<file path="config.mk">
export PLATFORM = sky130hd
export DESIGN_NAME = integer_to_radix_text
export DESIGN_NICKNAME = d
export VERILOG_FILES = /design/src/sv/itr_pkg.sv /design/src/sv/integer_to_radix_text.sv /design/src/sv/itr_front.sv /design/src/sv/itr_queue.sv /design/src/sv/itr_back.sv
export SDC_FILE = /design/constraint.sdc
export NUM_CORES = 2
export LEC_CHECK = 0
export BUFFER_PORTS_ARGS = -buffer_cell sky130_fd_sc_hd__buf_2
export CORE_ASPECT_RATIO = 1.2
export CORE_UTILIZATION = 64
export DETAILED_ROUTE_END_ITERATION = 10
export PLACE_DENSITY = 0.82
export SYNTH_ARGS = -nofsm -noshare
export SYNTH_HDL_FRONTEND = slang
export SYNTH_SLANG_ARGS = --single-unit
</file>
<file path="constraint.sdc">
create_clock -name aclk -period 14.4 [get_ports aclk]
set_input_delay 0.72 -clock aclk [delete_from_list [all_inputs] [get_ports aclk]]
set_output_delay 0.72 -clock aclk [all_outputs]
set_load 0.01 [all_outputs]
</file>
<file path="src/sv/itr_pkg.sv">
// Shared types and constants of the radix text converter.
`default_nettype none
package itr_pkg;

    localparam int RADIX_W     = 5;
    localparam int CHAR_W      = 8;
    localparam int ALPHA_CHARS = 16;
    localparam int ALPHA_IDX_W = 4;
    localparam int CFG_DATA_W  = 64;
    localparam int CFG_IDX_W   = 2;

    localparam logic [CFG_IDX_W-1:0] REG_RADIX         = 2'd0;
    localparam logic [CFG_IDX_W-1:0] REG_ALPHABET_LOW  = 2'd1;
    localparam logic [CFG_IDX_W-1:0] REG_ALPHABET_HIGH = 2'd2;

    localparam logic [RADIX_W-1:0]    RADIX_RESET         = 5'd10;
    localparam logic [RADIX_W-1:0]    MIN_RADIX           = 5'd2;
    localparam logic [CFG_DATA_W-1:0] ALPHABET_LOW_RESET  = 64'h3736353433323130;
    localparam logic [CFG_DATA_W-1:0] ALPHABET_HIGH_RESET = 64'h4645444342413938;

    localparam logic [CHAR_W-1:0] CHAR_PLUS    = 8'h2B;
    localparam logic [CHAR_W-1:0] CHAR_MINUS   = 8'h2D;
    localparam logic [CHAR_W-1:0] CHAR_NEWLINE = 8'h0A;
    localparam logic [CHAR_W-1:0] CHAR_NONE    = 8'h00;

    typedef logic [ALPHA_CHARS-1:0][CHAR_W-1:0] alphabet_t;

    typedef struct packed {
        logic [RADIX_W-1:0] radix;
        alphabet_t          alphabet;
    } cfg_t;

endpackage
`default_nettype wire

</file>
<file path="src/sv/integer_to_radix_text.sv">
// Top level of the radix text converter: configuration registers and the three stages.
//
// Each accepted value is printed in the configured radix as a run of characters on the
// m_ channel: an optional '-', the digits most significant first, then a newline with
// m_last set. A bad alphabet (radix below 2 or above MAX_RADIX, '+' or '-' among the
// characters in use, or a repeated character) gives one result with m_bad_alphabet and
// m_last set and a zero character. The back end divides the value by the radix once
// per digit, one 8-bit division slice per cycle, stacks the digits and then sends the
// characters as the output takes them. The front end classifies items into a two-entry
// queue, so the next values are taken while a run is still being printed. Write
// configuration only while no item is in flight.
`default_nettype none
module integer_to_radix_text #(
    parameter int MAX_RADIX  = 16,
    parameter int VALUE_BITS = 32
) (
    input  wire logic                             aclk,
    input  wire logic                             aresetn,
    input  wire logic                             cfg_we,
    input  wire logic [itr_pkg::CFG_IDX_W-1:0]    cfg_index,
    input  wire logic [itr_pkg::CFG_DATA_W-1:0]   cfg_wdata,
    input  wire logic                             s_valid,
    output logic                                  s_ready,
    input  wire logic signed [VALUE_BITS-1:0]     s_value,
    output logic                                  m_valid,
    input  wire logic                             m_ready,
    output logic [itr_pkg::CHAR_W-1:0]            m_text_char,
    output logic                                  m_last,
    output logic                                  m_bad_alphabet
);
    import itr_pkg::*;

    localparam int ITEM_W = VALUE_BITS + 2;

    logic [RADIX_W-1:0]    radix_reg;
    logic [CFG_DATA_W-1:0] alpha_low_reg, alpha_high_reg;
    cfg_t                  cfg;

    logic                  q_full, q_push, q_pop, q_valid;
    logic                  f_bad, f_neg;
    logic [VALUE_BITS-1:0] f_mag;
    logic [ITEM_W-1:0]     q_data;

    always_ff @(posedge aclk) begin
        if (!aresetn) begin
            radix_reg      <= RADIX_RESET;
            alpha_low_reg  <= ALPHABET_LOW_RESET;
            alpha_high_reg <= ALPHABET_HIGH_RESET;
        end else if (cfg_we) begin
            unique case (cfg_index)
                REG_RADIX:         radix_reg      <= cfg_wdata[RADIX_W-1:0];
                REG_ALPHABET_LOW:  alpha_low_reg  <= cfg_wdata;
                REG_ALPHABET_HIGH: alpha_high_reg <= cfg_wdata;
                default:           ;
            endcase
        end
    end

    assign cfg.radix    = radix_reg;
    assign cfg.alphabet = alphabet_t'({alpha_high_reg, alpha_low_reg});

    itr_front #(
        .MAX_RADIX  (MAX_RADIX),
        .VALUE_BITS (VALUE_BITS)
    ) u_front (
        .cfg      (cfg),
        .s_valid  (s_valid),
        .s_ready  (s_ready),
        .s_value  (s_value),
        .q_full   (q_full),
        .q_push   (q_push),
        .item_bad (f_bad),
        .item_neg (f_neg),
        .item_mag (f_mag)
    );

    itr_queue #(
        .WIDTH (ITEM_W)
    ) u_queue (
        .aclk      (aclk),
        .aresetn   (aresetn),
        .push      (q_push),
        .push_data ({f_bad, f_neg, f_mag}),
        .full      (q_full),
        .pop       (q_pop),
        .q_valid   (q_valid),
        .pop_data  (q_data)
    );

    itr_back #(
        .MAX_RADIX  (MAX_RADIX),
        .VALUE_BITS (VALUE_BITS)
    ) u_back (
        .aclk           (aclk),
        .aresetn        (aresetn),
        .cfg            (cfg),
        .q_valid        (q_valid),
        .q_pop          (q_pop),
        .item_bad       (q_data[ITEM_W-1]),
        .item_neg       (q_data[ITEM_W-2]),
        .item_mag       (q_data[VALUE_BITS-1:0]),
        .m_valid        (m_valid),
        .m_ready        (m_ready),
        .m_text_char    (m_text_char),
        .m_last         (m_last),
        .m_bad_alphabet (m_bad_alphabet)
    );

endmodule
`default_nettype wire

</file>
<file path="src/sv/itr_front.sv">
// Front end: checks the alphabet, splits the value into sign and magnitude.
`default_nettype none
module itr_front #(
    parameter int MAX_RADIX  = 16,
    parameter int VALUE_BITS = 32
) (
    input  wire itr_pkg::cfg_t           cfg,
    input  wire logic                    s_valid,
    output logic                         s_ready,
    input  wire logic signed [VALUE_BITS-1:0] s_value,
    input  wire logic                    q_full,
    output logic                         q_push,
    output logic                         item_bad,
    output logic                         item_neg,
    output logic [VALUE_BITS-1:0]        item_mag
);
    import itr_pkg::*;

    logic                  alpha_ok;
    logic [VALUE_BITS-1:0] value_u;

    always_comb begin
        alpha_ok = 1'b1;
        if (cfg.radix < MIN_RADIX || cfg.radix > RADIX_W'(MAX_RADIX)) begin
            alpha_ok = 1'b0;
        end
        for (int a = 0; a < ALPHA_CHARS; a++) begin
            if (RADIX_W'(a) < cfg.radix) begin
                if (cfg.alphabet[a] == CHAR_PLUS || cfg.alphabet[a] == CHAR_MINUS) begin
                    alpha_ok = 1'b0;
                end
                for (int b = a + 1; b < ALPHA_CHARS; b++) begin
                    if (RADIX_W'(b) < cfg.radix && cfg.alphabet[b] == cfg.alphabet[a]) begin
                        alpha_ok = 1'b0;
                    end
                end
            end
        end
    end

    assign value_u  = $unsigned(s_value);
    assign item_neg = value_u[VALUE_BITS-1];
    // most negative value wraps to itself, which is the right unsigned magnitude
    assign item_mag = item_neg ? (~value_u + VALUE_BITS'(1)) : value_u;
    assign item_bad = ~alpha_ok;
    assign s_ready  = ~q_full;
    assign q_push   = s_valid & ~q_full;

endmodule
`default_nettype wire

</file>
<file path="src/sv/itr_queue.sv">
// Two-entry queue of classified items between front and back end.
`default_nettype none
module itr_queue #(
    parameter int WIDTH = 34
) (
    input  wire logic             aclk,
    input  wire logic             aresetn,
    input  wire logic             push,
    input  wire logic [WIDTH-1:0] push_data,
    output logic                  full,
    input  wire logic             pop,
    output logic                  q_valid,
    output logic [WIDTH-1:0]      pop_data
);
    localparam int DEPTH = 2;
    localparam int PTR_W = $clog2(DEPTH);
    localparam int CNT_W = $clog2(DEPTH + 1);

    logic [WIDTH-1:0] entry_reg [DEPTH];
    logic [PTR_W-1:0] wr_ptr_reg, rd_ptr_reg;
    logic [CNT_W-1:0] count_reg;

    assign full     = (count_reg == CNT_W'(DEPTH));
    assign q_valid  = (count_reg != '0);
    assign pop_data = entry_reg[rd_ptr_reg];

    always_ff @(posedge aclk) begin
        if (push) begin
            entry_reg[wr_ptr_reg] <= push_data;
        end
    end

    always_ff @(posedge aclk) begin
        if (!aresetn) begin
            wr_ptr_reg <= '0;
            rd_ptr_reg <= '0;
            count_reg  <= '0;
        end else begin
            if (push) begin
                wr_ptr_reg <= wr_ptr_reg + PTR_W'(1);
            end
            if (pop) begin
                rd_ptr_reg <= rd_ptr_reg + PTR_W'(1);
            end
            unique case ({push, pop})
                2'b10:   count_reg <= count_reg + CNT_W'(1);
                2'b01:   count_reg <= count_reg - CNT_W'(1);
                default: count_reg <= count_reg;
            endcase
        end
    end

    a_no_overflow: assert property (@(posedge aclk) disable iff (!aresetn)
        full |-> !push) else $error("queue push while full");
    a_no_underflow: assert property (@(posedge aclk) disable iff (!aresetn)
        !q_valid |-> !pop) else $error("queue pop while empty");
    a_count_step: assert property (@(posedge aclk) disable iff (!aresetn)
        (push && !pop) |=> q_valid) else $error("queue lost a pushed item");

endmodule
`default_nettype wire

</file>
<file path="src/sv/itr_back.sv">
// Back end: repeated division by the radix, digit stack and character output.
`default_nettype none
module itr_back #(
    parameter int MAX_RADIX  = 16,
    parameter int VALUE_BITS = 32
) (
    input  wire logic                  aclk,
    input  wire logic                  aresetn,
    input  wire itr_pkg::cfg_t         cfg,
    input  wire logic                  q_valid,
    output logic                       q_pop,
    input  wire logic                  item_bad,
    input  wire logic                  item_neg,
    input  wire logic [VALUE_BITS-1:0] item_mag,
    output logic                       m_valid,
    input  wire logic                  m_ready,
    output logic [itr_pkg::CHAR_W-1:0] m_text_char,
    output logic                       m_last,
    output logic                       m_bad_alphabet
);
    import itr_pkg::*;

    localparam int STEPS      = 8;
    localparam int CHUNKS     = (VALUE_BITS + STEPS - 1) / STEPS;
    localparam int WORK_W     = CHUNKS * STEPS;
    localparam int CNT_W      = $clog2(CHUNKS + 1);
    localparam int DIGIT_BITS = $clog2(MAX_RADIX);
    localparam int ND_W       = $clog2(VALUE_BITS + 1);

    localparam logic [2:0] S_IDLE  = 3'd0;
    localparam logic [2:0] S_DIV   = 3'd1;
    localparam logic [2:0] S_SIGN  = 3'd2;
    localparam logic [2:0] S_DIGIT = 3'd3;
    localparam logic [2:0] S_NL    = 3'd4;
    localparam logic [2:0] S_BAD   = 3'd5;

    logic [2:0]            state_reg, state_next;
    logic [WORK_W-1:0]     work_reg, work_next;
    logic [DIGIT_BITS-1:0] rem_reg, rem_next;
    logic [CNT_W-1:0]      cnt_reg, cnt_next;
    logic [ND_W-1:0]       nd_reg, nd_next;
    logic                  neg_reg, neg_next;
    logic [DIGIT_BITS-1:0] stack_reg [VALUE_BITS];
    logic                  push_digit, pop_digit;

    logic                  m_valid_reg, m_valid_next;
    logic [CHAR_W-1:0]     char_reg, char_next;
    logic                  last_reg, last_next;
    logic                  bad_reg, bad_next;

    logic                  out_free;
    logic [WORK_W-1:0]     div_work;
    logic [DIGIT_BITS-1:0] div_rem;

    // eight restoring-division steps a cycle, quotient bits shift in at the bottom
    always_comb begin
        logic [RADIX_W-1:0] t;
        logic [RADIX_W-1:0] diff;
        div_work = work_reg;
        div_rem  = rem_reg;
        for (int i = 0; i < STEPS; i++) begin
            t        = RADIX_W'({div_rem, div_work[WORK_W-1]});
            div_work = {div_work[WORK_W-2:0], 1'b0};
            diff     = t - cfg.radix;
            if (t >= cfg.radix) begin
                div_rem     = diff[DIGIT_BITS-1:0];
                div_work[0] = 1'b1;
            end else begin
                div_rem = t[DIGIT_BITS-1:0];
            end
        end
    end

    assign out_free = ~m_valid_reg | m_ready;

    always_comb begin
        state_next   = state_reg;
        work_next    = work_reg;
        rem_next     = rem_reg;
        cnt_next     = cnt_reg;
        nd_next      = nd_reg;
        neg_next     = neg_reg;
        push_digit   = 1'b0;
        pop_digit    = 1'b0;
        q_pop        = 1'b0;
        m_valid_next = m_valid_reg & ~m_ready;
        char_next    = char_reg;
        last_next    = last_reg;
        bad_next     = bad_reg;
        unique case (state_reg)
            S_IDLE: begin
                if (q_valid) begin
                    q_pop      = 1'b1;
                    work_next  = WORK_W'(item_mag);
                    rem_next   = '0;
                    cnt_next   = '0;
                    nd_next    = '0;
                    neg_next   = item_neg;
                    state_next = item_bad ? S_BAD : S_DIV;
                end
            end
            S_DIV: begin
                work_next = div_work;
                if (cnt_reg == CNT_W'(CHUNKS - 1)) begin
                    push_digit = 1'b1;
                    nd_next    = nd_reg + ND_W'(1);
                    rem_next   = '0;
                    cnt_next   = '0;
                    if (div_work == '0) begin
                        state_next = neg_reg ? S_SIGN : S_DIGIT;
                    end
                end else begin
                    rem_next = div_rem;
                    cnt_next = cnt_reg + CNT_W'(1);
                end
            end
            S_SIGN: begin
                if (out_free) begin
                    m_valid_next = 1'b1;
                    char_next    = CHAR_MINUS;
                    last_next    = 1'b0;
                    bad_next     = 1'b0;
                    state_next   = S_DIGIT;
                end
            end
            S_DIGIT: begin
                if (out_free) begin
                    m_valid_next = 1'b1;
                    char_next    = cfg.alphabet[ALPHA_IDX_W'(stack_reg[0])];
                    last_next    = 1'b0;
                    bad_next     = 1'b0;
                    pop_digit    = 1'b1;
                    nd_next      = nd_reg - ND_W'(1);
                    if (nd_reg == ND_W'(1)) begin
                        state_next = S_NL;
                    end
                end
            end
            S_NL: begin
                if (out_free) begin
                    m_valid_next = 1'b1;
                    char_next    = CHAR_NEWLINE;
                    last_next    = 1'b1;
                    bad_next     = 1'b0;
                    state_next   = S_IDLE;
                end
            end
            S_BAD: begin
                if (out_free) begin
                    m_valid_next = 1'b1;
                    char_next    = CHAR_NONE;
                    last_next    = 1'b1;
                    bad_next     = 1'b1;
                    state_next   = S_IDLE;
                end
            end
            default: begin
                state_next = S_IDLE;
            end
        endcase
    end

    // digit stack: push at the top, pop from the top
    always_ff @(posedge aclk) begin
        if (push_digit) begin
            stack_reg[0] <= div_rem;
            for (int i = 1; i < VALUE_BITS; i++) begin
                stack_reg[i] <= stack_reg[i-1];
            end
        end else if (pop_digit) begin
            for (int i = 0; i < VALUE_BITS - 1; i++) begin
                stack_reg[i] <= stack_reg[i+1];
            end
            stack_reg[VALUE_BITS-1] <= '0;
        end
    end

    always_ff @(posedge aclk) begin
        work_reg <= work_next;
        rem_reg  <= rem_next;
        neg_reg  <= neg_next;
        char_reg <= char_next;
        last_reg <= last_next;
        bad_reg  <= bad_next;
    end

    always_ff @(posedge aclk) begin
        if (!aresetn) begin
            state_reg   <= S_IDLE;
            cnt_reg     <= '0;
            nd_reg      <= '0;
            m_valid_reg <= 1'b0;
        end else begin
            state_reg   <= state_next;
            cnt_reg     <= cnt_next;
            nd_reg      <= nd_next;
            m_valid_reg <= m_valid_next;
        end
    end

    assign m_valid        = m_valid_reg;
    assign m_text_char    = char_reg;
    assign m_last         = last_reg;
    assign m_bad_alphabet = bad_reg;

    a_digit_nonempty: assert property (@(posedge aclk) disable iff (!aresetn)
        state_reg == S_DIGIT |-> nd_reg != '0) else $error("digit output with empty stack");
    a_stack_room: assert property (@(posedge aclk) disable iff (!aresetn)
        push_digit |-> nd_reg < ND_W'(VALUE_BITS)) else $error("digit stack overflow");
    a_bad_alone: assert property (@(posedge aclk) disable iff (!aresetn)
        (m_valid && m_bad_alphabet) |-> (m_last && m_text_char == CHAR_NONE))
        else $error("error result carries a character");
    a_pop_idle: assert property (@(posedge aclk) disable iff (!aresetn)
        q_pop |=> state_reg != S_IDLE) else $error("item taken but not started");

endmodule
`default_nettype wire

</file>
Word-level counts from Yosys, hierarchy flattened --
Memories as Yosys holds them, arrays and structs flattened. A register that Yosys moved wholly into a read port is not among the register bits. Index checks and enable logic that the tools add are counted.
Storage, ports and cells: flip-flop bits (word level) 197, output and inout bits 12, logic and storage cells 690, RAM bits 196, memories 2
Memory list:
- u_back.stack_reg | depth 32, width 4, rd ports 32, clocked after Yosys merged registers in 0, wr ports 32, line itr_back.sv:43 | logic [DIGIT_BITS-1:0] stack_reg [VALUE_BITS];
- u_queue.entry_reg | depth 2, width 34, rd ports 1, clocked after Yosys merged registers in 1, wr ports 1, line itr_queue.sv:19 | logic [WIDTH-1:0] entry_reg [DEPTH];
Cells by class: equal/unequal tests 175, muxes and demuxes 253, $lt $le $gt $ge 27, reductions and logical operators 161, bitwise logic cells 40, $add $sub $neg 16
Operator list (number):
- 8-bit == test | 120
- 8-bit by 6-bit == test with 1-bit output (second input constant) | 32
- 1-bit 2-to-1 mux | 181
- 4-bit 2-to-1 mux | 42
- 1-bit logical AND | 120
- 32-bit 2-to-1 mux | 2
- 32-bit one-hot mux with 2 select lines | 1
- 5-bit >= comparator | 8
- 4-bit by 5-bit < comparator with 1-bit output (first input constant) | 8
- 8-bit 2-to-1 mux | 5
- 1-bit OR | 33
- 32-bit by 1-bit adder with 32-bit output (second input constant) | 1
- 8-bit binary-select mux with 4-bit select | 1
- 32-bit logical NOT | 1
- 32-bit NOT | 1
- 8-bit one-hot mux with 4 select lines | 1
- 4-bit subtractor | 8
- 3-bit 2-to-1 mux | 10
- 3-bit by 5-bit < comparator with 1-bit output (first input constant) | 4
- 2-bit by 1-bit != test with 1-bit output (second input constant) | 10
- 6-bit 2-to-1 mux | 3
- 6-bit one-hot mux with 3 select lines | 1
- 1-bit logical OR | 17
- 3-bit one-hot mux with 5 select lines | 1
- other kinds (37) | 61

Longest topological paths before layout --
word-level depth 156, gate-level depth with buffers 62

Hierarchy --
Synthesis repeated with hierarchy kept, for this count alone.
Unflattened totals: cell total of the unflattened synthesis 3480, area, all modules 32498.7 µm²
By module, submodules not included:
- itr_front | area an instance 13336.5 µm², cells an instance 1803, times used 1
- itr_back | area an instance 11151.9 µm², cells an instance 1001, times used 1
- integer_to_radix_text | area an instance 5346.4 µm², cells an instance 548, times used 1
- itr_queue | area an instance 2663.8 µm², cells an instance 128, times used 1

Worst setup path before layout --
OpenSTA, ideal clock, no wires.
path type reg2reg, start point reg radix_reg[1], end point reg u_back.state_reg[0], cell stages (with the launch flop) 62, setup slack 1.752 ns, data required time 14.274 ns, data arrival time 12.522 ns, path buffers 4, period minus slack after synthesis 12.648 ns, path through dfxtp_1 -> inv_1 -> ha_1 -> nor2b_1 -> o21ai_0 -> a31oi_1 -> o21ai_0 -> nand2b_1 -> clkbuf_1 -> mux2i_1 -> ha_1 -> nor2b_1 -> o21ai_1 -> a31oi_1 -> o21ai_0 -> nand2b_1 -> clkbuf_1 -> mux2_2 -> [26 not listed] -> a21oi_1 -> mux2_2 -> inv_1 -> ha_1 -> a21o_1 -> a21o_1 -> a21o_1 -> a21oi_1 -> mux2_2 -> inv_1 -> ha_1 -> a21o_1 -> a21o_1 -> a21o_1 -> a21oi_1 -> nand4_1 -> o41ai_1 -> a21oi_1
Between the ends: word-level cells in the longest chain between the ends 19, elaborated cells on any way between the ends 33
Ends and longest elaborated chain:
- start: declaration | line integer_to_radix_text.sv:35 | logic [RADIX_W-1:0] radix_reg;
- start signal: assignment | line integer_to_radix_text.sv:51 | REG_RADIX: radix_reg <= cfg_wdata[RADIX_W-1:0];
- 4-bit subtractor / 5-bit >= comparator (equally long branches) | line itr_back.sv:64, itr_back.sv:65
- 4-bit 2-to-1 mux | line itr_back.sv:65 | if (t >= cfg.radix) begin
- 4-bit subtractor / 5-bit >= comparator (equally long branches) | line itr_back.sv:64, itr_back.sv:65
- 4-bit 2-to-1 mux | line itr_back.sv:65
- 4-bit subtractor / 5-bit >= comparator (equally long branches) | line itr_back.sv:64, itr_back.sv:65
- 4-bit 2-to-1 mux | line itr_back.sv:65
- 5-bit >= comparator / 4-bit subtractor (equally long branches) | line itr_back.sv:65, itr_back.sv:64
- 4-bit 2-to-1 mux | line itr_back.sv:65
- [3 not listed]
- 4-bit 2-to-1 mux | line itr_back.sv:65
- 4-bit subtractor / 5-bit >= comparator (equally long branches) | line itr_back.sv:64, itr_back.sv:65
- 4-bit 2-to-1 mux | line itr_back.sv:65
- 5-bit >= comparator | line itr_back.sv:65
- 1-bit 2-to-1 mux | line itr_back.sv:65
- 32-bit logical NOT * | line itr_back.sv:109 | if (div_work == '0) begin
- 2-bit by 1-bit != test with 1-bit output (no line) *
- 7-bit AND reduction (no line) *
- end signal: assignment | line itr_back.sv:194 | state_reg <= state_next;
- end: declaration | line itr_back.sv:37 | logic [2:0] state_reg, state_next;
Every way passes the cells marked *; elsewhere a longest branch is shown, timed or not. A chain may end at the register's enable or synchronous reset.

Worst setup path in the final report --
Ends and elaborated chain as after synthesis.

==> impl_results.rst <==
.. list-table::
   :header-rows: 1

   * - Metric
     - Value
   * - Most frequent cell on the critical path
     - a21o_1
   * - I/O Pins
     - 115
   * - Tmin final
     - roughly 13000 ps
   * - Post-DRT Antenna Nets
     - 0
   * - Share of post-route cells with drive strength above 1
     - between 10% and 20%
   * - Clock tree from TritonCTS
     - done
   * - Capture endpoint of the worst hold path
     - alpha_high_reg[62]$_SDFFE_PN1P_
   * - Synthesized Nets
     - 3604
   * - Path class of the lowest-slack min-delay path
     - in2reg
   * - Final cycle utilization of the critical path
     - 93.7%
   * - Worst setup margin
     - 904 ps
   * - Critical path type
     - reg2reg
   * - Count of final setup violators
     - 0
   * - First-pass GRT wire length
     - 165000 um
   * - Endpoint class of the critical path
     - flop
   * - Remaining global-route overflow
     - 0
   * - Number of enable-type register cells in the synthesized netlist
     - ~240
   * - Effective utilization at floorplan
     - 65.1%
   * - Critical path required time
     - 14840 ps
   * - Maximum buffer depth of the clock tree
     - 3
   * - Vias in the first global route
     - 27500
   * - Share of flip-flops with an asynchronous set or reset
     - 0%
   * - Layout net count
     - roughly 3500
   * - Flip-flop count of the largest register, all copies and words added
     - 128
   * - Latest clock arrival within the worst-skew pair
     - approximately 600 ps
   * - Std-Cell Rows
     - 88
   * - Highest cell delay on the worst timing path
     - 480 ps
   * - Area delta synth->final
     - 6.57%
   * - Initial antenna violation count
     - 8
   * - Die Width
     - 204 um
   * - Min-Delay Startpoint
     - cfg_wdata[62]
   * - Cells on Worst Hold Path
     - 3
   * - Sequential area share after synthesis
     - 32.8%
   * - Sink Count
     - 394
   * - Achievable frequency
     - 74.1 MHz
   * - Worst clock skew on the final layout
     - 41.9 ps
   * - Number of iterations in the first detailed-routing pass
     - 9
   * - Worst reg-to-reg setup slack
     - 900 ps
   * - Setup repair bufs after CTS
     - 0
   * - Number of cell instances on the worst register-to-register path
     - 61
   * - Post-CTS Hold Fix Bufs
     - 0
   * - Number of cells upsized or downsized after cts
     - 0
   * - Overall track demand over capacity in global routing
     - 43.9%
   * - Syn. warnings
     - 0
   * - DRC violations left
     - 0
   * - Crit path launch type
     - flop
   * - Number of buffers added by the clock tree synthesis step
     - 39
   * - Detailed placement HPWL
     - about 66000 um
   * - Final number of max-transition violations
     - 0
   * - Final routed wire length divided by cell count
     - 26.9 um
   * - Total count of hold-check failures in the final report
     - 0
   * - Top FF cell, synth
     - edfxtp_1
   * - FF+latch count, synth
     - 394
   * - Largest net degree at the start of global routing
     - just over 90
   * - Pre-CTS setup slack
     - ~640 ps
   * - Count of unique library cells instantiated by Yosys
     - 68
   * - Htree depth
     - 2
   * - Worst reg2reg endpoint
     - u_back.state_reg[0]$_SDFFE_PN0P_
   * - Max cap viols
     - 0
   * - Sum of negative setup slack
     - 0 ps
   * - Cell area after synthesis
     - 31500 um^2
   * - Iteration-0 DRC Markers
     - 3913
   * - Slew headroom
     - 17.3%
   * - Transition time at the pin with the least slew margin
     - 1230 ps
   * - Die area
     - 50000 um^2
   * - Unrepaired setup endpoints after global routing
     - no
   * - Worst-path maximum fanout
     - 14
   * - Via count
     - 27600
   * - Vertical die dimension
     - 245 um
   * - Routed wire length
     - 109000 um
   * - Mean post-synth cell area
     - 9.13 um^2
   * - Arrival @ worst endpoint
     - 13940 ps
   * - Mapped Cells
     - 3447
   * - Start of the worst register-to-register path
     - radix_reg[1]$_SDFFE_PN1P_
   * - Critical path's slowest cell
     - o41ai_1
   * - Routed via count divided by cell count
     - 6.82
   * - Outcome
     - finished clean
   * - Clock root buffer master
     - clkbuf_16
   * - Number of buffer cells added on primary ports
     - 114
   * - Register clock-pin slew on the reported worst setup and hold paths
     - 70 ps
   * - Core area
     - 48300 um^2
   * - Final GP Congestion
     - between 1 and 1.5
[metrics by stage]
| stage | util [%] | cells | hold slack [ps] | instance area (um^2) |
|---|---|---|---|---|
| global route | 69.3 | 4051 | 354 | 33500 |
| floorplan | - | 3447 | 429 | 31500 |
| detailed placement | 66.7 | 3978 | 461 | 32300 |
| finish | 69.4 | 4054 | 354 | 33500 |
| global placement | 66.7 | 3978 | 450 | 32300 |
| CTS | 69.3 | 4050 | 353 | 33500 |
[logic make-up after synthesis]
kind of cell               after synthesis  share of synthesized area, %
and+or+nand+nor                       1106                          17.0
muxes                                  146                          6.49
DFF                                    394                          32.8
AOI/OAI and AO/OA                      317                          6.84
buffers and inverters                  408                          6.05
adders and majority gates               54                          2.34
xor gates and xnor gates              1022                          28.5
[final cells by class]
class                      instances  area, um^2
multi-input combinational       2645       19300
tap                              630         788
fill                            3623       14800
antenna                            3        7.51
sequential                       394       10300
clock buffer                      50        1050
clock inverter                    22         189
timing repair buffer             265        1700
inverter                          45         171
[cells in the final DEF (no fill, tap or decap), types with 84 or more instances in the layout]
| cell type | instances |
|---|---|
| buf_4 | 151 |
| a21boi_0 | 84 |
| nand4_1 | 178 |
| buf_2 | 114 |
| nor4_1 | 105 |
| xnor2_1 | 766 |
| nand2_1 | 537 |
| xor2_1 | 256 |
| edfxtp_1 | 243 |
| dfxtp_1 | 149 |
[how the worst max path moves through the flow]
| stage | from | to | slack, ps | cells past startpoint |
|---|---|---|---|---|
| 2_1_floorplan | radix_reg[1]$_SDFFE_PN1P_ | u_back.state_reg[0]$_SDFFE_PN0P_ | 1750 | 61 |
| 3_3_place_gp | radix_reg[1]$_SDFFE_PN1P_ | u_back.state_reg[0]$_SDFFE_PN0P_ | 990 | 60 |
| 3_5_place_dp | radix_reg[2]$_SDFFE_PN0P_ | u_back.state_reg[0]$_SDFFE_PN0P_ | 640 | 58 |
| 4_1_cts | radix_reg[2]$_SDFFE_PN0P_ | u_back.state_reg[0]$_SDFFE_PN0P_ | 580 | 58 |
| 5_1_grt | radix_reg[1]$_SDFFE_PN1P_ | u_back.state_reg[0]$_SDFFE_PN0P_ | 50 | 61 |
| 6_report | radix_reg[1]$_SDFFE_PN1P_ | u_back.state_reg[0]$_SDFFE_PN0P_ | 900 | 61 |
[metal layers]
metal | vias up | GRT usage [%] | wire (um)
met5 | - | 0 | 62
met4 | 8 | 32.0 | 9930
met3 | 842 | 15.5 | 14900
met2 | 2135 | 67.0 | 47900
met1 | 13000 | 50.8 | 36400
li1 | 11700 | - | -
[cells in the mapped netlist (all sizes together), types with 3 or more instances]
| master | n | area, um^2 |
|---|---|---|
| nor2b | 15 | 93.8 |
| nor2 | 42 | 160 |
| o211ai | 6 | 45.0 |
| nand4 | 178 | 1110 |
| o22ai | 3 | 18.8 |
| nand3b | 5 | 37.5 |
| nor4b | 9 | 78.8 |
| o21a | 4 | 30.0 |
| mux4 | 40 | 901 |
| nor3b | 3 | 22.5 |
| xor2 | 256 | 2240 |
| nor4 | 106 | 663 |
| clkbuf | 80 | 300 |
| edfxtp | 243 | 7300 |
| nand3 | 82 | 410 |
| o31ai | 12 | 104 |
| o41ai | 5 | 51.3 |
| a31oi | 37 | 246 |
| nand2b | 18 | 113 |
| nand2 | 537 | 2020 |
| o311ai | 4 | 35.0 |
| buf | 283 | 1430 |
| o221ai | 4 | 35.0 |
| or3 | 5 | 31.3 |
| and2 | 13 | 81.3 |
| a21o | 30 | 225 |
| inv | 44 | 165 |
| mux2 | 63 | 709 |
| and3 | 3 | 18.8 |
| xnor2 | 766 | 6710 |
| mux2i | 43 | 430 |
| a21oi | 43 | 226 |
| fa | 8 | 160 |
| or4 | 4 | 30.0 |
| a21boi | 84 | 631 |
| nand4b | 7 | 61.3 |
| nor3 | 68 | 345 |
| a41oi | 3 | 26.3 |
| a211oi | 5 | 37.5 |
| o32ai | 4 | 35.0 |
| or2 | 7 | 43.8 |
| ha | 46 | 576 |
| dfxtp | 151 | 3020 |
| o21ai | 62 | 310 |
[critical path: cells and delay by family (launching register included)]
| kind | cells | cell delay [ps] |
|---|---|---|
| mux | 6 | 2320 |
| flops | 1 | 320 |
| simple gates | 7 | 1240 |
| buf+inv | 8 | 1020 |
| compound gates | 32 | 6270 |
| fa+ha+maj | 8 | 2200 |
Power is not shown: default switching activity piles up to over one toggle a cycle in this logic, so the estimate is an artifact.
